--- src/midi_track_event_parser_assert.svh ---
// ----------------------------------------------------------------------------
// midi_track_event_parser_assert.svh
// Assertion macros shared by the track event parser modules.
// ----------------------------------------------------------------------------
`ifndef MIDI_TRACK_EVENT_PARSER_ASSERT_SVH
`define MIDI_TRACK_EVENT_PARSER_ASSERT_SVH

`ifndef NO_ASSERTIONS

// Same-cycle implication, sampled on clk, off during reset
`define MTEP_ASSERT_IMP(label, pre, post, msg) \
    label: assert property (@(posedge clk) disable iff (!rst_n) (pre) |-> (post)) \
        else $error(msg);

// Next-cycle implication, sampled on clk, off during reset
`define MTEP_ASSERT_NXT(label, pre, post, msg) \
    label: assert property (@(posedge clk) disable iff (!rst_n) (pre) |=> (post)) \
        else $error(msg);

`else

`define MTEP_ASSERT_IMP(label, pre, post, msg)
`define MTEP_ASSERT_NXT(label, pre, post, msg)

`endif

`endif

--- src/mtep_pkg.sv ---
// ----------------------------------------------------------------------------
// mtep_pkg
// Types, codes and helpers shared by the MIDI track event parser.
// ----------------------------------------------------------------------------
package mtep_pkg;

    // Parser phases
    typedef enum logic [3:0] {
        PH_DELTA  = 4'd0,
        PH_STATUS = 4'd1,
        PH_DATA1  = 4'd2,
        PH_DATA2  = 4'd3,
        PH_MTYPE  = 4'd4,
        PH_MLEN   = 4'd5,
        PH_MPAY   = 4'd6,
        PH_SLEN   = 4'd7,
        PH_SPAY   = 4'd8
    } phase_t;

    // Event classes
    localparam logic [3:0] CLS_NOTE_OFF   = 4'd0;
    localparam logic [3:0] CLS_NOTE_ON    = 4'd1;
    localparam logic [3:0] CLS_CONTROL    = 4'd2;
    localparam logic [3:0] CLS_PROGRAM    = 4'd3;
    localparam logic [3:0] CLS_OTHER      = 4'd4;
    localparam logic [3:0] CLS_SYSEX      = 4'd5;
    localparam logic [3:0] CLS_META_TEXT  = 4'd6;
    localparam logic [3:0] CLS_TEMPO      = 4'd7;
    localparam logic [3:0] CLS_TIME_SIG   = 4'd8;
    localparam logic [3:0] CLS_META_OTHER = 4'd9;

    // Fault codes
    localparam logic [1:0] FLT_NONE     = 2'd0;
    localparam logic [1:0] FLT_TRUNC    = 2'd1;
    localparam logic [1:0] FLT_OVERFLOW = 2'd2;
    localparam logic [1:0] FLT_STATUS   = 2'd3;

    // Byte codes
    localparam logic [7:0] ST_META       = 8'hFF;
    localparam logic [7:0] ST_SYSEX      = 8'hF0;
    localparam logic [7:0] ST_SYSEX_ESC  = 8'hF7;
    localparam logic [7:0] MT_TEMPO      = 8'h51;
    localparam logic [7:0] MT_TIME_SIG   = 8'h58;
    localparam logic [3:0] NIB_NOTE_OFF  = 4'h8;
    localparam logic [3:0] NIB_NOTE_ON   = 4'h9;
    localparam logic [3:0] NIB_CONTROL   = 4'hB;
    localparam logic [3:0] NIB_PROGRAM   = 4'hC;
    localparam logic [3:0] NIB_PRESSURE  = 4'hD;
    localparam logic [3:0] NIB_SYSTEM    = 4'hF;

    localparam logic [27:0] VLQ_SAT = 28'hFFFFFFF;

    // One classified byte, as passed from front to back
    typedef struct packed {
        logic [7:0] data;
        logic       ts;        // first byte of a track
        logic       lb;        // last byte of the track
        logic       hi;        // bit 7 set
        logic       meta;      // FF
        logic       sysex;     // F0 or F7
        logic       bad;       // F1..FE other than F7
        logic       valued;    // tempo or time signature meta type
    } item_t;

    // Class of an event from its status and meta type
    function automatic logic [3:0] class_of(input logic [7:0] s, input logic [7:0] mt);
        logic [3:0] c;
        begin
            c = CLS_OTHER;
            if (s == ST_META) begin
                if (mt == MT_TEMPO) c = CLS_TEMPO;
                else if (mt == MT_TIME_SIG) c = CLS_TIME_SIG;
                else if (mt != 8'h00 && mt[7:4] == 4'h0) c = CLS_META_TEXT;
                else c = CLS_META_OTHER;
            end else if (s == ST_SYSEX || s == ST_SYSEX_ESC) begin
                c = CLS_SYSEX;
            end else begin
                case (s[7:4])
                    NIB_NOTE_OFF: c = CLS_NOTE_OFF;
                    NIB_NOTE_ON:  c = CLS_NOTE_ON;
                    NIB_CONTROL:  c = CLS_CONTROL;
                    NIB_PROGRAM:  c = CLS_PROGRAM;
                    default:      c = CLS_OTHER;
                endcase
            end
            return c;
        end
    endfunction

endpackage

--- src/mtep_front.sv ---
// ----------------------------------------------------------------------------
// mtep_front
// Takes input bytes, tags each with its byte class and pushes it to the queue.
// ----------------------------------------------------------------------------
module mtep_front (
    input  logic          [7:0] data_byte,
    input  logic                track_start,
    input  logic                last_byte,
    input  logic                item_valid,
    output logic                item_stall,
    input  logic                q_full,
    output logic                push,
    output mtep_pkg::item_t     push_item
);
    import mtep_pkg::*;

    // Stall only while the queue has no room
    assign item_stall = q_full;
    assign push       = item_valid;

    // Byte classification
    always_comb
    begin
        push_item.data   = data_byte;
        push_item.ts     = track_start;
        push_item.lb     = last_byte;
        push_item.hi     = data_byte[7];
        push_item.meta   = (data_byte == ST_META);
        push_item.sysex  = (data_byte == ST_SYSEX) || (data_byte == ST_SYSEX_ESC);
        push_item.bad    = (data_byte[7:4] == NIB_SYSTEM) && (data_byte != ST_SYSEX)
                           && (data_byte != ST_META) && (data_byte != ST_SYSEX_ESC);
        push_item.valued = (data_byte == MT_TEMPO) || (data_byte == MT_TIME_SIG);
    end

endmodule

--- src/mtep_queue.sv ---
// ----------------------------------------------------------------------------
// mtep_queue
// Two-entry queue of classified bytes between the front and the back.
// ----------------------------------------------------------------------------
`include "midi_track_event_parser_assert.svh"

module mtep_queue (
    input  logic             clk,
    input  logic             rst_n,
    input  logic             push,
    input  mtep_pkg::item_t  push_item,
    output logic             q_full,
    output logic             q_valid,
    output mtep_pkg::item_t  q_item,
    input  logic             pop
);
    import mtep_pkg::*;

    item_t       entry_reg [2];
    logic        wr_ptr_reg, wr_ptr_next;
    logic        rd_ptr_reg, rd_ptr_next;
    logic [1:0]  count_reg, count_next;
    logic        do_push, do_pop;

    assign q_full  = (count_reg == 2'd2);
    assign q_valid = (count_reg != 2'd0);
    assign do_push = push && !q_full;
    assign do_pop  = pop && q_valid;

    // Storage, write side
    always_ff @(posedge clk)
    begin
        if (do_push)
        begin
            entry_reg[wr_ptr_reg] <= push_item;
        end
    end

    assign q_item = entry_reg[rd_ptr_reg];

    // Pointer and fill count
    always_comb
    begin
        wr_ptr_next = do_push ? ~wr_ptr_reg : wr_ptr_reg;
        rd_ptr_next = do_pop ? ~rd_ptr_reg : rd_ptr_reg;
        count_next  = count_reg + {1'b0, do_push} - {1'b0, do_pop};
    end

    always_ff @(posedge clk or negedge rst_n)
    begin
        if (!rst_n)
        begin
            wr_ptr_reg <= 1'b0;
            rd_ptr_reg <= 1'b0;
            count_reg  <= 2'd0;
        end
        else
        begin
            wr_ptr_reg <= wr_ptr_next;
            rd_ptr_reg <= rd_ptr_next;
            count_reg  <= count_next;
        end
    end

    // Checks
    `MTEP_ASSERT_IMP(a_q_count_range, 1'b1, count_reg != 2'd3, "queue count out of range")
    `MTEP_ASSERT_IMP(a_q_ptr_gap, count_reg == 2'd0 || count_reg == 2'd2, wr_ptr_reg == rd_ptr_reg, "queue pointers disagree with count")

endmodule

--- src/mtep_back.sv ---
// ----------------------------------------------------------------------------
// mtep_back
// Parser state machine: one queued byte per cycle while no result is held
// stalled; result into an output register that holds while the receiver stalls.
// ----------------------------------------------------------------------------
`include "midi_track_event_parser_assert.svh"

module mtep_back #(
    parameter int MAX_VLQ_BYTES = 4
) (
    input  logic             clk,
    input  logic             rst_n,
    input  logic             q_valid,
    input  mtep_pkg::item_t  q_item,
    output logic             pop,
    output logic             event_valid,
    input  logic             event_stall,
    output logic      [3:0]  event_class,
    output logic      [3:0]  channel,
    output logic     [27:0]  event_delta,
    output logic      [7:0]  status_byte,
    output logic      [7:0]  data_first,
    output logic      [7:0]  data_second,
    output logic     [31:0]  payload_value,
    output logic      [7:0]  meta_type,
    output logic             running_used,
    output logic      [1:0]  fault
);
    import mtep_pkg::*;

    localparam logic [3:0] VLQ_LIMIT = 4'(MAX_VLQ_BYTES);

    // Parser state
    phase_t       phase_reg, phase_next;
    logic [27:0]  vlq_acc_reg, vlq_acc_next;
    logic  [3:0]  vlq_cnt_reg, vlq_cnt_next;
    logic         vlq_over_reg, vlq_over_next;
    logic [27:0]  delta_reg, delta_next;
    logic         ev_over_reg, ev_over_next;
    logic  [7:0]  last_st_reg, last_st_next;
    logic  [7:0]  cur_st_reg, cur_st_next;
    logic  [7:0]  first_reg, first_next;
    logic  [7:0]  mtype_reg, mtype_next;
    logic         valued_reg, valued_next;
    logic [27:0]  rem_reg, rem_next;
    logic [31:0]  val_reg, val_next;
    logic         run_reg, run_next;

    // Output register
    logic         out_v_reg, out_v_next;
    logic  [3:0]  o_class_reg, o_class_next;
    logic  [3:0]  o_chan_reg, o_chan_next;
    logic [27:0]  o_delta_reg, o_delta_next;
    logic  [7:0]  o_status_reg, o_status_next;
    logic  [7:0]  o_first_reg, o_first_next;
    logic  [7:0]  o_second_reg, o_second_next;
    logic [31:0]  o_value_reg, o_value_next;
    logic  [7:0]  o_mtype_reg, o_mtype_next;
    logic         o_run_reg, o_run_next;
    logic  [1:0]  o_fault_reg, o_fault_next;

    logic         fire;
    logic         emit;

    // A byte is taken when the output register is free or draining
    assign fire = q_valid && (!out_v_reg || !event_stall);
    assign pop  = fire;

    // Byte step
    always_comb
    begin
        logic        ovf_now;
        logic        over1;
        logic        fin;
        logic        feed;
        logic [27:0] acc1;
        logic [27:0] vval;
        logic  [3:0] cnt1;
        logic        done;
        logic        take_first;
        logic  [1:0] flt;
        logic  [7:0] second;
        logic        clean;
        logic        voice;
        logic  [7:0] b;

        phase_next    = phase_reg;
        vlq_acc_next  = vlq_acc_reg;
        vlq_cnt_next  = vlq_cnt_reg;
        vlq_over_next = vlq_over_reg;
        delta_next    = delta_reg;
        ev_over_next  = ev_over_reg;
        last_st_next  = last_st_reg;
        cur_st_next   = cur_st_reg;
        first_next    = first_reg;
        mtype_next    = mtype_reg;
        valued_next   = valued_reg;
        rem_next      = rem_reg;
        val_next      = val_reg;
        run_next      = run_reg;

        b          = q_item.data;
        emit       = 1'b0;
        done       = 1'b0;
        take_first = 1'b0;
        feed       = 1'b0;
        flt        = FLT_NONE;
        second     = 8'h00;
        clean      = 1'b0;
        ovf_now    = 1'b0;
        over1      = 1'b0;
        fin        = 1'b0;
        acc1       = 28'h0;
        vval       = 28'h0;
        cnt1       = 4'h0;
        voice      = 1'b0;

        o_class_next  = o_class_reg;
        o_chan_next   = o_chan_reg;
        o_delta_next  = o_delta_reg;
        o_status_next = o_status_reg;
        o_first_next  = o_first_reg;
        o_second_next = o_second_reg;
        o_value_next  = o_value_reg;
        o_mtype_next  = o_mtype_reg;
        o_run_next    = o_run_reg;
        o_fault_next  = o_fault_reg;

        if (fire)
        begin
            // New track clears everything before the byte
            if (q_item.ts)
            begin
                phase_next    = PH_DELTA;
                vlq_acc_next  = 28'h0;
                vlq_cnt_next  = 4'h0;
                vlq_over_next = 1'b0;
                delta_next    = 28'h0;
                ev_over_next  = 1'b0;
                last_st_next  = 8'h00;
                cur_st_next   = 8'h00;
                first_next    = 8'h00;
                mtype_next    = 8'h00;
                valued_next   = 1'b0;
                rem_next      = 28'h0;
                val_next      = 32'h0;
                run_next      = 1'b0;
            end

            // Variable-length decode of this byte
            ovf_now = (vlq_cnt_next >= VLQ_LIMIT) || (vlq_acc_next[27:21] != 7'h0);
            over1   = vlq_over_next || ovf_now;
            acc1    = ovf_now ? vlq_acc_next : {vlq_acc_next[20:0], b[6:0]};
            cnt1    = (vlq_cnt_next != 4'hF) ? vlq_cnt_next + 4'h1 : vlq_cnt_next;
            fin     = !q_item.hi;
            vval    = over1 ? VLQ_SAT : acc1;

            case (phase_next)
                PH_DELTA:
                begin
                    feed = 1'b1;
                    if (fin)
                    begin
                        delta_next = vval;
                        phase_next = PH_STATUS;
                    end
                end
                PH_STATUS:
                begin
                    if (q_item.hi)
                    begin
                        run_next    = 1'b0;
                        cur_st_next = b;
                        if (q_item.meta)
                        begin
                            last_st_next = 8'h00;
                            phase_next   = PH_MTYPE;
                        end
                        else if (q_item.sysex)
                        begin
                            last_st_next = 8'h00;
                            phase_next   = PH_SLEN;
                        end
                        else if (q_item.bad)
                        begin
                            last_st_next = 8'h00;
                            emit = 1'b1;
                            flt  = FLT_STATUS;
                            done = 1'b1;
                        end
                        else
                        begin
                            last_st_next = b;
                            phase_next   = PH_DATA1;
                        end
                    end
                    else if (last_st_next == 8'h00)
                    begin
                        cur_st_next = 8'h00;
                        first_next  = b;
                        emit = 1'b1;
                        flt  = FLT_STATUS;
                        done = 1'b1;
                    end
                    else
                    begin
                        cur_st_next = last_st_next;
                        run_next    = 1'b1;
                        take_first  = 1'b1;
                    end
                end
                PH_DATA1:
                begin
                    take_first = 1'b1;
                end
                PH_DATA2:
                begin
                    second = b;
                    emit   = 1'b1;
                    done   = 1'b1;
                end
                PH_MTYPE:
                begin
                    mtype_next  = b;
                    valued_next = q_item.valued;
                    phase_next  = PH_MLEN;
                end
                PH_MLEN:
                begin
                    feed = 1'b1;
                    if (fin)
                    begin
                        rem_next = vval;
                        val_next = valued_next ? 32'h0 : {4'h0, vval};
                        if (!valued_next || vval == 28'h0)
                        begin
                            emit = 1'b1;
                        end
                        if (vval == 28'h0)
                        begin
                            done = 1'b1;
                        end
                        else
                        begin
                            phase_next = PH_MPAY;
                        end
                    end
                end
                PH_MPAY:
                begin
                    if (valued_next)
                    begin
                        val_next = {val_next[23:0], b};
                    end
                    rem_next = rem_next - 28'h1;
                    if (rem_next == 28'h0)
                    begin
                        done = 1'b1;
                        emit = valued_next;
                    end
                end
                PH_SLEN:
                begin
                    feed = 1'b1;
                    if (fin)
                    begin
                        rem_next = vval;
                        val_next = {4'h0, vval};
                        emit     = 1'b1;
                        if (vval == 28'h0)
                        begin
                            done = 1'b1;
                        end
                        else
                        begin
                            phase_next = PH_SPAY;
                        end
                    end
                end
                PH_SPAY:
                begin
                    rem_next = rem_next - 28'h1;
                    if (rem_next == 28'h0)
                    begin
                        done = 1'b1;
                    end
                end
                default:
                begin
                    done = 1'b1;
                end
            endcase

            // Decoder state update
            if (feed)
            begin
                if (fin)
                begin
                    ev_over_next  = ev_over_next || over1;
                    vlq_acc_next  = 28'h0;
                    vlq_cnt_next  = 4'h0;
                    vlq_over_next = 1'b0;
                end
                else
                begin
                    vlq_acc_next  = acc1;
                    vlq_cnt_next  = cnt1;
                    vlq_over_next = over1;
                end
            end

            // First data byte of a voice event
            if (take_first)
            begin
                first_next = b;
                if (cur_st_next[7:4] == NIB_PROGRAM || cur_st_next[7:4] == NIB_PRESSURE)
                begin
                    emit = 1'b1;
                    done = 1'b1;
                end
                else
                begin
                    phase_next = PH_DATA2;
                end
            end

            // Track end in the middle of an event
            if (q_item.lb && !done)
            begin
                clean = (phase_next == PH_DELTA) && (vlq_cnt_next == 4'h0) && !vlq_over_next;
                if (!clean)
                begin
                    emit = 1'b1;
                    if (flt != FLT_STATUS)
                    begin
                        flt = FLT_TRUNC;
                    end
                end
            end
            if (emit && flt == FLT_NONE && ev_over_next)
            begin
                flt = FLT_OVERFLOW;
            end

            // Result fields
            voice = cur_st_next[7] && (cur_st_next[7:4] != NIB_SYSTEM);
            if (emit)
            begin
                o_class_next  = class_of(cur_st_next, mtype_next);
                o_chan_next   = voice ? cur_st_next[3:0] : 4'h0;
                o_delta_next  = delta_next;
                o_status_next = cur_st_next;
                o_first_next  = (voice || flt == FLT_STATUS) ? first_next : 8'h00;
                o_second_next = voice ? second : 8'h00;
                o_value_next  = voice ? 32'h0 : val_next;
                o_mtype_next  = (cur_st_next == ST_META) ? mtype_next : 8'h00;
                o_run_next    = run_next;
                o_fault_next  = flt;
            end

            // End of event or of track
            if (q_item.lb || done)
            begin
                phase_next    = PH_DELTA;
                vlq_acc_next  = 28'h0;
                vlq_cnt_next  = 4'h0;
                vlq_over_next = 1'b0;
                delta_next    = 28'h0;
                ev_over_next  = 1'b0;
                cur_st_next   = 8'h00;
                first_next    = 8'h00;
                mtype_next    = 8'h00;
                valued_next   = 1'b0;
                rem_next      = 28'h0;
                val_next      = 32'h0;
                run_next      = 1'b0;
                if (q_item.lb)
                begin
                    last_st_next = 8'h00;
                end
            end
        end
    end

    // Output valid: set on a new result, cleared when taken
    always_comb
    begin
        if (fire && emit)
        begin
            out_v_next = 1'b1;
        end
        else if (!event_stall)
        begin
            out_v_next = 1'b0;
        end
        else
        begin
            out_v_next = out_v_reg;
        end
    end

    // Control state
    always_ff @(posedge clk or negedge rst_n)
    begin
        if (!rst_n)
        begin
            phase_reg    <= PH_DELTA;
            vlq_acc_reg  <= 28'h0;
            vlq_cnt_reg  <= 4'h0;
            vlq_over_reg <= 1'b0;
            delta_reg    <= 28'h0;
            ev_over_reg  <= 1'b0;
            last_st_reg  <= 8'h00;
            cur_st_reg   <= 8'h00;
            first_reg    <= 8'h00;
            mtype_reg    <= 8'h00;
            valued_reg   <= 1'b0;
            rem_reg      <= 28'h0;
            val_reg      <= 32'h0;
            run_reg      <= 1'b0;
            out_v_reg    <= 1'b0;
        end
        else
        begin
            phase_reg    <= phase_next;
            vlq_acc_reg  <= vlq_acc_next;
            vlq_cnt_reg  <= vlq_cnt_next;
            vlq_over_reg <= vlq_over_next;
            delta_reg    <= delta_next;
            ev_over_reg  <= ev_over_next;
            last_st_reg  <= last_st_next;
            cur_st_reg   <= cur_st_next;
            first_reg    <= first_next;
            mtype_reg    <= mtype_next;
            valued_reg   <= valued_next;
            rem_reg      <= rem_next;
            val_reg      <= val_next;
            run_reg      <= run_next;
            out_v_reg    <= out_v_next;
        end
    end

    // Result payload
    always_ff @(posedge clk)
    begin
        o_class_reg  <= o_class_next;
        o_chan_reg   <= o_chan_next;
        o_delta_reg  <= o_delta_next;
        o_status_reg <= o_status_next;
        o_first_reg  <= o_first_next;
        o_second_reg <= o_second_next;
        o_value_reg  <= o_value_next;
        o_mtype_reg  <= o_mtype_next;
        o_run_reg    <= o_run_next;
        o_fault_reg  <= o_fault_next;
    end

    assign event_valid   = out_v_reg;
    assign event_class   = o_class_reg;
    assign channel       = o_chan_reg;
    assign event_delta   = o_delta_reg;
    assign status_byte   = o_status_reg;
    assign data_first    = o_first_reg;
    assign data_second   = o_second_reg;
    assign payload_value = o_value_reg;
    assign meta_type     = o_mtype_reg;
    assign running_used  = o_run_reg;
    assign fault         = o_fault_reg;

    // Checks
    `MTEP_ASSERT_NXT(a_emit_shows, fire && emit, out_v_reg, "result not presented")
    `MTEP_ASSERT_NXT(a_track_end_clears, fire && q_item.lb, phase_reg == PH_DELTA && last_st_reg == 8'h00, "track end left parser state")
    `MTEP_ASSERT_IMP(a_running_voice, run_reg, cur_st_reg[7] && cur_st_reg[7:4] != NIB_SYSTEM, "running status is not a voice status")

endmodule

--- src/midi_track_event_parser.sv ---
// ----------------------------------------------------------------------------
// midi_track_event_parser
// Decodes standard MIDI file track events from a stream of chunk data bytes.
// Input channel: data_byte, track_start, last_byte with item_valid/item_stall.
// Output channel: one decoded event per item on event_valid/event_stall.
// Taken bytes pass a classifier, a two-entry queue and the parser, which
// steps once per byte; a byte can be taken every cycle (one byte per cycle
// sustained) while no result waits on a stalled receiver. The last defining
// byte of an event goes into a queue entry, then the result into the output register.
// While a result waits on a stalled receiver, the result register holds
// and the parser halts; the queue fills and item_stall rises after at most two
// more bytes.
// Reset clears the parser, running status, queue and output valid. A byte
// with track_start set clears the parser before it is decoded; after a byte
// with last_byte set the parser and running status are cleared.
// ----------------------------------------------------------------------------
module midi_track_event_parser #(
    parameter int MAX_VLQ_BYTES = 4
) (
    input  logic         clk,
    input  logic         rst_n,
    input  logic  [7:0]  data_byte,
    input  logic         track_start,
    input  logic         last_byte,
    input  logic         item_valid,
    output logic         item_stall,
    output logic         event_valid,
    input  logic         event_stall,
    output logic  [3:0]  event_class,
    output logic  [3:0]  channel,
    output logic [27:0]  event_delta,
    output logic  [7:0]  status_byte,
    output logic  [7:0]  data_first,
    output logic  [7:0]  data_second,
    output logic [31:0]  payload_value,
    output logic  [7:0]  meta_type,
    output logic         running_used,
    output logic  [1:0]  fault
);
    import mtep_pkg::*;

    logic   push;
    item_t  push_item;
    logic   q_full;
    logic   q_valid;
    item_t  q_item;
    logic   pop;

    // Front: classify and enqueue
    mtep_front u_front (
        .data_byte  (data_byte),
        .track_start(track_start),
        .last_byte  (last_byte),
        .item_valid (item_valid),
        .item_stall (item_stall),
        .q_full     (q_full),
        .push       (push),
        .push_item  (push_item)
    );

    // Queue between front and back
    mtep_queue u_queue (
        .clk      (clk),
        .rst_n    (rst_n),
        .push     (push),
        .push_item(push_item),
        .q_full   (q_full),
        .q_valid  (q_valid),
        .q_item   (q_item),
        .pop      (pop)
    );

    // Back: parse and present results
    mtep_back #(
        .MAX_VLQ_BYTES(MAX_VLQ_BYTES)
    ) u_back (
        .clk          (clk),
        .rst_n        (rst_n),
        .q_valid      (q_valid),
        .q_item       (q_item),
        .pop          (pop),
        .event_valid  (event_valid),
        .event_stall  (event_stall),
        .event_class  (event_class),
        .channel      (channel),
        .event_delta  (event_delta),
        .status_byte  (status_byte),
        .data_first   (data_first),
        .data_second  (data_second),
        .payload_value(payload_value),
        .meta_type    (meta_type),
        .running_used (running_used),
        .fault        (fault)
    );

endmodule

--- config.mk ---
export PLATFORM = sky130hd
export DESIGN_NAME = midi_track_event_parser
export DESIGN_NICKNAME = d
export VERILOG_FILES = /design/src/mtep_pkg.sv /design/src/mtep_front.sv /design/src/mtep_queue.sv /design/src/mtep_back.sv /design/src/midi_track_event_parser.sv
export VERILOG_INCLUDE_DIRS = /design/src /design/src/src
export SDC_FILE = /design/constraint.sdc
export NUM_CORES = 1
export LEC_CHECK = 0
export BUFFER_PORTS_ARGS = -buffer_cell sky130_fd_sc_hd__buf_2
export CAP_MARGIN = 20
export CORE_MARGIN = 2
export CORE_UTILIZATION = 50
export DETAILED_ROUTE_END_ITERATION = 6
export GPL_TIMING_DRIVEN = 0
export PLACE_DENSITY_LB_ADDON = 0.2
export SLEW_MARGIN = 20
export SYNTH_ARGS = -nofsm -noshare
export SYNTH_HDL_FRONTEND = slang
export SYNTH_SLANG_ARGS = --single-unit
--- constraint.sdc ---
create_clock -name clk -period 10.93 [get_ports clk]
set_input_delay 0.5465 -clock clk [delete_from_list [all_inputs] [get_ports clk]]
set_output_delay 0.5465 -clock clk [all_outputs]
set_load 0.01 [all_outputs]
==> metrics.txt, run 1 <==
# rows=63; Relative slew margins=22.25%; area leader, netlist=dfrtp_1; crit start category=register; CTS sink cnt=around 300; number of global-route vias before repair=13220; Max Cap Violations=0; Max FO, Critical Path=25; count leader, synth=dfrtp_1; status=completed; Vias/cell=6.728; Critical Path RT=approximately 11 ns; post-CTS resize count=0; gr ovfl total=0; critical path endpoint category=register; Cells after Synth=1524; Post-synth EDFFs=131; Die Height=178 um; first-pass GRT wire length=83310 um; max-slew violations=0; Cell variety after synth=76; Final period util=76.00%; gr usage total=35.46%; hpwl dp=40170 um; final setup vio count=0; core area=29720 um2; CTS tree=built; setup_tns=0 ns; DRC=0; largest cells by area after synthesis=dfrtp_1, edfxtp_1, o21ai_0; clk_lat worst skew=0.59 ns; fin crit period=between 8 and 9 ns; Main synth FF type=dfrtp_1; diode count=0; drt initial violations=2094; Die Area=31680 um2; register bit total from synthesis=roughly 300; Commonest cells post-synth=dfrtp_1, nor2_1, o21ai_0; ys async rst share=55.74%; clock buffer count from CTS=31; # IOs=119; Max Root-Sink Buffers=3; Synth Net Count=1543; RSZ-0062 raised after global routing=no; via count=14140; PortBufs=118; Fmax=about 120 MHz; Routed Antenna Nets=0; post-layout instance area=17560 um2; wire per inst=approximately 27 um; Pwr Density=273.9 nW/um2; Post-CTS Hold Buffers=1; Crit Path Class=reg2reg; Root Buffer=clkbuf_16; initial antenna violation count=2; Max VDD drop=0.2165 mV; nets@finish=1705; Leak=about 0.0071 uW; Syn. warnings=0; Final Wtd Congestion=0.9946; chip width=approximately 180 um; post-CTS setup buffers=0; area of placed instances=16460 um2; clk slew on worst S/H paths=~0.060 ns; worst hold margin=0.1526 ns; effective utilization at floorplan=50.94%; worst slew pin tran=1.156 ns; Fin Clk Skew=0.01511 ns; share of layout cells above drive strength 1=between 10% and 20%; H-tree Lvls=1; Synth Cell Area=approximately 15000 um2; first-pass iteration count of the detailed router=7; overall routed net length=approximately 56000 um; Layout area overhead=16.01%; Syn Area/Cell=between 9 and 10 um2; largest net degree at the start of global routing=89; endpoints failing hold=0; HP Class=in2reg; Arrival @ worst endpoint=8.59 ns; top-area cell type share of the netlist area=27.27%; sequential fraction of the synthesis area=53.26%
[kinds of logic (layout without fill, tap and decap cells)]
family | Yosys count | count (layout) | share of synthesized area (%)
AO/OA/AOI/OAI | 530 | 530 | 23.46
XOR/XNOR | 12 | 12 | 0.6943
adder cells (fa/ha/maj) | 5 | 5 | 0.4133
buffers and inverters | 142 | 329 | 3.736
flip-flops | 296 | 296 | 53.26
multiplexers | 41 | 41 | 2.777
AND/OR/NAND/NOR | 498 | 498 | 15.65
[routing by layer]
layer / track usage, % / wire (um) / vias to the layer above
li1: - / - / 6121
met1: 49.23 / 23020 / 6906
met2: 51.74 / 23770 / 903
met3: 9.186 / 6286 / 203
met4: 17.28 / 3113 / 2
met5: 0 / 12 / -
[report_power, final]
group          internal [uW]  switching (uW)  total, uW
combinational            552            1470       2020
clock                    667             466       1130
sequential              1530             123       1650
total                   2750            2060       4810
[final timing paths]
check                                   start                  endpoint  slack [ns]  cells after the start
max in group asynchronous               rst_n        u_back.val_reg[18]        9.48                      3
min in group asynchronous               rst_n      u_back.delta_reg[12]        0.55                      2
max                        u_queue.rd_ptr_reg  u_back.payload_value[24]        2.62                     20
min reg2reg                u_back.val_reg[30]        u_back.val_reg[30]        0.49                      1
max reg2reg                u_queue.rd_ptr_reg  u_back.payload_value[24]        2.62                     20
min                               track_start   u_queue.entry_reg[1][6]        0.15                      1
[stage by stage]
step / std cells / util, % / setup WS (ns) / total power [uW]
after floorplan: 1524 / - / 1.459 / 2750
after detailed placement: 2042 / 55.40 / 3.058 / 3627
after global placement: 2032 / 54.57 / -3.880 / 3573
after global routing: 2101 / 59.10 / 2.546 / 4982
final: 2101 / 59.10 / 2.624 / 4810
after CTS: 2101 / 59.08 / 3.017 / 4756
[worst max-delay path: stages (launching register included)]
cell and delay, ns:
dfrtp_1 0.32, buf_2 0.24, mux2i_2 0.47, buf_4 0.30, clkbuf_1 0.62, buf_1 0.56
clkbuf_1 0.40, clkbuf_1 0.69, nand2_1 0.25, ha_1 0.38, clkbuf_1 0.32, nand2_1 0.23
o221ai_1 0.20, nor4_1 0.41, nand4_1 0.16, nor4_1 0.90, a21oi_1 0.36, a21oi_4 0.59
buf_16 0.23, buf_8 0.17, buf_16 0.18
[layout make-up]
cell class | count | area [um2]
Timing Repair Buffer | 129 | 803.3
Clock buffer | 39 | 847.1
Multi-Input combinational cell | 1086 | 6559
Inverter | 24 | 90.09
Tap cell | 390 | 488.0
Fill cell | 2611 | 12160
Buffer | 118 | 475.5
Clock inverter | 19 | 236.5
Sequential cell | 296 | 8063
[cell usage in the layout (no fill, tap or decap), types with 6 or more instances in the layout]
cell,count
dfrtp_1,165
nor2_1,163
o21ai_0,145
nand2_1,132
edfxtp_1,131
buf_2,125
clkbuf_1,100
a21oi_1,81
a22o_1,71
o22ai_1,51
nor3_1,46
clkbuf_16,32
nand3_1,31
mux2i_1,29
a31oi_1,27
inv_1,24
a22oi_1,20
nor4_1,19
nand4_1,16
and2_1,14
o31ai_1,14
buf_1,12
or3_1,12
and3_1,11
a32o_1,11
nor2b_1,10
o211ai_1,10
a221oi_1,10
a211oi_1,9
o2bb2ai_1,9
mux2_2,8
a2bb2oi_1,8
or4_1,7
xnor2_1,7
or2_2,6
a222oi_1,6
(Power assumes the default switching activity.)
==> run 2: changes to the inputs <==
- clock period: 10.93 -> 7.8 ns (I/O delays scaled with it)
==> run 2 against run 1 <==
Worst hold slack got worse by 0.13 ns. Non-clock buffer count unchanged. Combinational power rose by 41%. First-iteration DRC count decreased by 14%. Register-to-register slack lost 2.4 ns. Via count increased by 0.46%. Core utilization is 0.32 points lower. Count of clock-buffer cells in the layout rose by 3. Routed wire length is essentially flat. Clock power up 29%. Global-route usage about the same. Final cell count barely moved. Critical endpoint is now u_back.payload_value[14]. Largest power group unchanged. Highest routed layer is now met4.
==> metrics.txt, run 2 (same netlist as run 1, synthesis figures left out) <==
pre-CTS setup slack=-0.1001 ns; Max Cap Violations=0; hpwl dp=39880 um; Final period util=a little over nine tenths; nets@finish=1704; fillcell total=approximately 2600; crit path launch=u_queue.rd_ptr_reg; fin crit period=7.566 ns; clk slew on worst S/H paths=0.06 ns; initial antenna violation count=1; PortBufs=about 120; ordered cell list for the critical path=buf_2 > mux2i_2 > buf_6 > clkbuf_1 > buf_1 > clkbuf_1 > clkbuf_2 > nand2_1 > ha_1 > clkbuf_1 > nand2_1 > o221ai_1 > nor4_1 > nand4_1 > o41a_1 > buf_2 > o211ai_1 > a21oi_4 > buf_16 > buf_16 > buf_16; Layout area overhead=15.37%; Leak=0.007041 uW; Routed Antenna Nets=0; Die Height=178 um; largest net degree at the start of global routing=~90; status=completed; CTS tree=built; Worst Setup Slack, final=0.2343 ns; Slowest Stage Delay on Critical Path=0.71 ns; CP max stage cell=o41a_1; number of global-route vias before repair=13480; clock buffer count from CTS=30; first-pass iteration count of the detailed router=6; Root Buffer=clkbuf_16; Storage cell area=a little over 8000 um2; Vias/cell=roughly 6.8; CTS sink cnt=296; Multi-input gate area=6565 um2; # rows=63; Fin Clk Skew=0.02396 ns; effective utilization at floorplan=50.94%; Pwr Density=between 300 and 400 nW/um2; DRC=0; Final Wtd Congestion=0.9920; chip width=178 um; worst slew pin tran=around 1.3 ns; Relative slew margins=around 15%; wire per inst=26.76 um; H-tree Lvls=1; worst r2r src=u_queue.rd_ptr_reg; commonest non-fill, non-tap cell in the layout=dfrtp_1; # IOs=119; core area=29720 um2; crit start category=register; area of placed instances=16460 um2; overall routed net length=56200 um; Max Root-Sink Buffers=3; Max FO, Critical Path=27; post-layout instance area=roughly 17000 um2; via count=14200; Critical Path RT=8.12 ns; Max VDD drop=0.3536 mV; endpoints failing hold=0; Fmax=132.2 MHz; max-slew violations=0; commonest non-fill, non-tap cells in the layout=dfrtp_1, nor2_1, o21ai_0, nand2_1, edfxtp_1; worst hold start=last_byte; Crit Path Class=reg2reg; Die Area=31680 um2; final setup vio count=0; Arrival @ worst endpoint=7.88 ns; share of layout cells above drive strength 1=13.34%; HP Class=in2reg; gr ovfl total=0; first-pass GRT wire length=83940 um; post-CTS setup buffers=0; drt initial violations=about 1800; gr usage total=35.44%; setup_tns=0 ns; clk_lat worst skew=0.58 ns; critical path endpoint category=register; RSZ-0062 raised after global routing=no
run 2: changes by cell type in the layout (fill, tap and decap cells not counted), sizes merged:
| cell | change |
|---|---|
| clkdlybuf4s18 | -1 |
| clkinvlp | -3 |
| clkbuf | +3 |
| diode | +1 |
| clkinv | +1 |
| bufinv | -3 |
| buf | +1 |
run 2: routing by layer:
layer  track usage, %  vias to the layer above  wire length [um]
met4            18.65                        0              3321
met3            8.419                      196              6654
li1                 -                     6111                 -
met2            51.44                      982             23910
met5                0                        -                 0
met1            49.35                     6911             22310
run 2: metrics by stage:
step / util, % / cells / hold slack [ns] / power, uW
2_1_floorplan: - / 1524 / 0.09441 / 3822
3_3_place_gp: 54.58 / 2032 / 0.4629 / 4966
3_5_place_dp: 55.39 / 2042 / 0.4636 / 5078
4_1_cts: 58.76 / 2099 / 0.008899 / 6538
5_1_grt: 58.76 / 2099 / 0.01897 / 6843
6_report: 58.77 / 2100 / 0.02242 / 6620
run 2: final cells by class:
type / count / share of cell area, %
Sequential cell: 296 / 46.16
Multi-Input combinational cell: 1086 / 37.59
Clock buffer: 42 / 4.907
Timing Repair Buffer: 129 / 4.549
Tap cell: 390 / 2.794
Buffer: 118 / 2.729
Clock inverter: 14 / 0.7379
Inverter: 24 / 0.5158
Antenna cell: 1 / 0.01433
run 2: timing repair:
action / CTS / global route
gates cloned: 0 / 0
setup endpoints to repair: 27 / 50
hold endpoints to repair: 89 / 0
resized for setup: 1 / 2
hold buffers: 1 / 0
run 2: path summary, 6_finish.rpt:
kind,endpoint,slack [ns],cells past startpoint
worst max-delay path,u_back.payload_value[14],0.23,21
worst min-delay path,u_queue.entry_reg[1][5],0.02,1
worst max register to register,u_back.payload_value[14],0.23,21
worst min register to register,u_back.mtype_reg[3],0.50,2
max in group asynchronous,u_back.first_reg[3],6.48,3
min in group asynchronous,u_back.delta_reg[21],0.43,2
run 2: report_power, final:
group | internal (uW) | total (uW) | switching (uW)
Sequential | 2150 | 2320 | 175
Combinational | 765 | 2840 | 2080
Clock | 833 | 1460 | 626
Total | 3740 | 6620 | 2880
run 2: critical path: cells and delay by family, from the launching register on:
| family | cells | cell delay, ns |
|---|---|---|
| AOI/OAI and AO/OA | 4 | 1.42 |
| adders and majority gates | 1 | 0.36 |
| buffers and inverters | 11 | 3.68 |
| DFF | 1 | 0.32 |
| muxes | 1 | 0.38 |
| and+or+nand+nor | 4 | 1.10 |
==> run 3: changes to the inputs <==
- SYNTH_HIERARCHICAL: unset -> 1
==> run 3 against run 2 <==
Sequential power barely moved. Die area rose by 3.1%. Count of clock-buffer cells in the layout rose by 5. Maximum frequency rose by 1.7%. Via count rose by 2.3%. Sequential share of layout area fell by 0.91 points. Combinational power rose by 12%. Largest power group unchanged. Core utilization fell by 0.24 points.
==> metrics.txt, run 3 <==
status=completed; reg-to-reg slack, setup=0.36 ns; Main synth FF type=dfrtp_1; Max VDD drop=just over 0.3 mV; fin crit period=about 7.4 ns; Pwr Density=397.4 nW/um2; switching share of power=44.61%; sequential share of power=32.9%; drt initial violations=between 1500 and 2000; switching pwr=3183 uW; hold path depth=1; share of layout cells above drive strength 1=13.99%; Commonest cells post-synth=nand2_1, dfrtp_1, nor2_1; Clock Power Share=between 20% and 30%; first-pass GRT wire length=86230 um; Max FO, Critical Path=24; endpoints failing hold=0; Routed Antenna Nets=0; Max Root-Sink Buffers=3; gr ovfl total=0; diode count=0; largest net degree at the start of global routing=86; effective utilization at floorplan=between 50% and 60%; ys async rst share=a little under three fifths; Max Cap Violations=0; number of global-route vias before repair=about 14000; clk_lat worst skew=0.54 ns; largest cells by area after synthesis=dfrtp_1, edfxtp_1, nand2_1; RSZ-0062 raised after global routing=no; Root Buffer=clkbuf_16; worst slew pin tran=roughly 1.1 ns; overall routed net length=56730 um; Cells after Synth=roughly 1600; wire per inst=25.90 um; sequential fraction of the synthesis area=52.00%; Critical Path RT=8.07 ns; worst hold start=track_start; Worst Hold End=u_queue/entry_reg[1][6]; Final Wtd Congestion=between 0.9 and 1; register bit total from synthesis=298; first-pass iteration count of the detailed router=6; hpwl dp=40430 um; Final period util=95.39%; initial antenna violation count=1; CTS tree=built; Relative slew margins=about 28%; Syn. warnings=6; Vias/cell=between 6 and 7; Pint=3952 uW; clk slew on worst S/H paths=0.06 ns; DRC=0; crit start category=register; gr usage total=34.48%; final setup vio count=0; # IOs=119; HP Class=in2reg; combinational share of power=44.7%; Fin Clk Skew=roughly 0.026 ns; Die Height=180.8 um; max-slew violations=0; Post-Route Utilization=58.53%; Synth Cell Area=15620 um2; core area=between 30000 and 40000 um2; H-tree Lvls=2; Arrival @ worst endpoint=7.71 ns; chip width=180.8 um; commonest non-fill, non-tap cell in the layout=nand2_1; Die Area=32670 um2; ordered cell list for the critical path=buf_6 > buf_6 > mux2_4 > buf_2 > clkbuf_1 > clkbuf_1 > buf_1 > buf_1 > clkbuf_2 > clkbuf_1 > nor2b_1 > ha_1 > nand4_1 > o31ai_1 > a221oi_1 > o311ai_0 > nor4_1 > nand4_1 > nand3_1 > a21oi_4 > buf_16 > buf_16; Layout area overhead=14.92%; commonest non-fill, non-tap cells in the layout=nand2_1, dfrtp_1, nor2_1, edfxtp_1, buf_2; PortBufs=roughly 120; Worst R2R Path Depth=22; crit-path most repeated cell=clkbuf_1; nets@finish=1788; area leader, netlist=dfrtp_1; Fmax=134.4 MHz; CTS sink cnt=298; Leak=slightly above 0.007 uW; Syn Area/Cell=approximately 9.7 um2; critical path endpoint category=register; Final Total Pwr=just over 7000 uW; # rows=between 60 and 70; Synth Net Count=1631; count leader, synth=nand2_1; Post-synth EDFFs=133; Slowest Stage Delay on Critical Path=0.59 ns; worst r2r src=u_queue/rd_ptr_reg; Crit Path Class=reg2reg; Cell variety after synth=87; via count=14520; worst flop-to-flop path endpoint=u_back/event_delta[11]; CP max stage cell=buf_1; clock buffer count from CTS=34; top-area cell type share of the netlist area=between 20% and 30%
-- run 3: cell types whose count changed in the layout (fill, tap and decap cells not counted), moves of 18 or more --
| cell | previous run | this run |
|---|---|---|
| nand2_1 | 132 | 228 |
| a22o_1 | 71 | 24 |
| nand3_1 | 31 | 53 |
| a222oi_1 | 6 | 24 |
| inv_1 | 24 | 42 |
| o22ai_1 | 51 | 13 |
| o21ai_0 | 145 | 85 |
| o31ai_1 | 14 | 56 |
| o2bb2ai_1 | 9 | 31 |
-- run 3: worst max-delay path by stage --
stage | from | endpoint | slack, ns | cells after the start
6_report | u_queue/rd_ptr_reg | u_back/event_delta[11] | 0.36 | 22
5_1_grt | u_queue/rd_ptr_reg | u_back/event_delta[11] | 0.17 | 22
4_1_cts | u_queue/rd_ptr_reg | u_back/event_delta[11] | 0.44 | 22
3_5_place_dp | u_queue/rd_ptr_reg | u_back/event_delta[11] | 0.47 | 22
3_3_place_gp | u_queue/rd_ptr_reg | u_back/event_delta[11] | -2.68 | 19
2_1_floorplan | u_queue/rd_ptr_reg | u_back/channel[0] | 0.51 | 19
-- run 3: cells by family (layout without fill, tap and decap cells) --
group | Yosys count | count (layout) | share of synthesized area, %
DFF | 298 | 298 | 52.00
muxes | 34 | 34 | 2.587
buffers and inverters | 192 | 374 | 5.311
and+or+nand+nor | 616 | 616 | 18.76
adders and majority gates | 5 | 5 | 0.4005
AOI/OAI and AO/OA | 457 | 457 | 20.38
xor gates and xnor gates | 10 | 10 | 0.5607
-- run 3: final cells by class --
| type | count | area (um2) |
|---|---|---|
| buffer | 149 | 669.4 |
| inverter | 43 | 161.4 |
| fill | 2690 | 12720 |
| clock inverter | 14 | 151.4 |
| tap | 396 | 495.5 |
| sequential | 298 | 8123 |
| clock buffer | 47 | 930.9 |
| multi-input combinational | 1122 | 6686 |
| timing repair buffer | 121 | 733.2 |
-- run 3: metrics by stage --
| stage | cell area (um2) | hold WS [ns] | setup slack [ns] | cells | setup TNS (ns) |
|---|---|---|---|---|---|
| 3_5_place_dp | 16860 | 0.4553 | 0.4707 | 2128 | 0 |
| 2_1_floorplan | 15620 | 0.09441 | 0.5135 | 1612 | 0 |
| 5_1_grt | 17950 | 0.02865 | 0.1717 | 2190 | 0 |
| 6_report | 17950 | 0.04331 | 0.3595 | 2190 | 0 |
| 3_3_place_gp | 16690 | 0.4588 | -2.678 | 2123 | -274.81 |
| 4_1_cts | 17950 | 0.02905 | 0.4387 | 2190 | 0 |
-- run 3: repair_timing --
action / 4_1_cts / 5_1_grt
endpoints found under the hold margin: 84 / 0
setup buffers: 0 / 0
hold buffers: 1 / 0
setup endpoints to repair: 0 / 47
gates resized for setup: 0 / 2
-- run 3: critical path, delay by kind of cell (launching register included) --
family	cells	cell delay, ns
AOI/OAI and AO/OA	4	1.02
adders and majority gates	1	0.27
buffers and inverters	11	4.08
DFF	1	0.37
muxes	1	0.29
and+or+nand+nor	5	1.12
-- run 3: metal layers --
metal / vias up / part of all wire, % / global-route usage [%]
li1: 6301 / - / -
met2: 927 / 44 / 51.95
met1: 7105 / 39 / 47.69
met5: - / 0.025 / 0
met3: 189 / 12 / 7.801
met4: 2 / 4.9 / 15.68
-- run 3: power groups by stage --
stage | clock network (uW) | logic (uW) | registers, uW
finish | 1600 | 3190 | 2350
global route | 1670 | 3340 | 2390
CTS | 1610 | 3100 | 2350
detailed placement | 0 | 3090 | 2380
global placement | 0 | 2930 | 2430
floorplan | 0 | 1540 | 2550
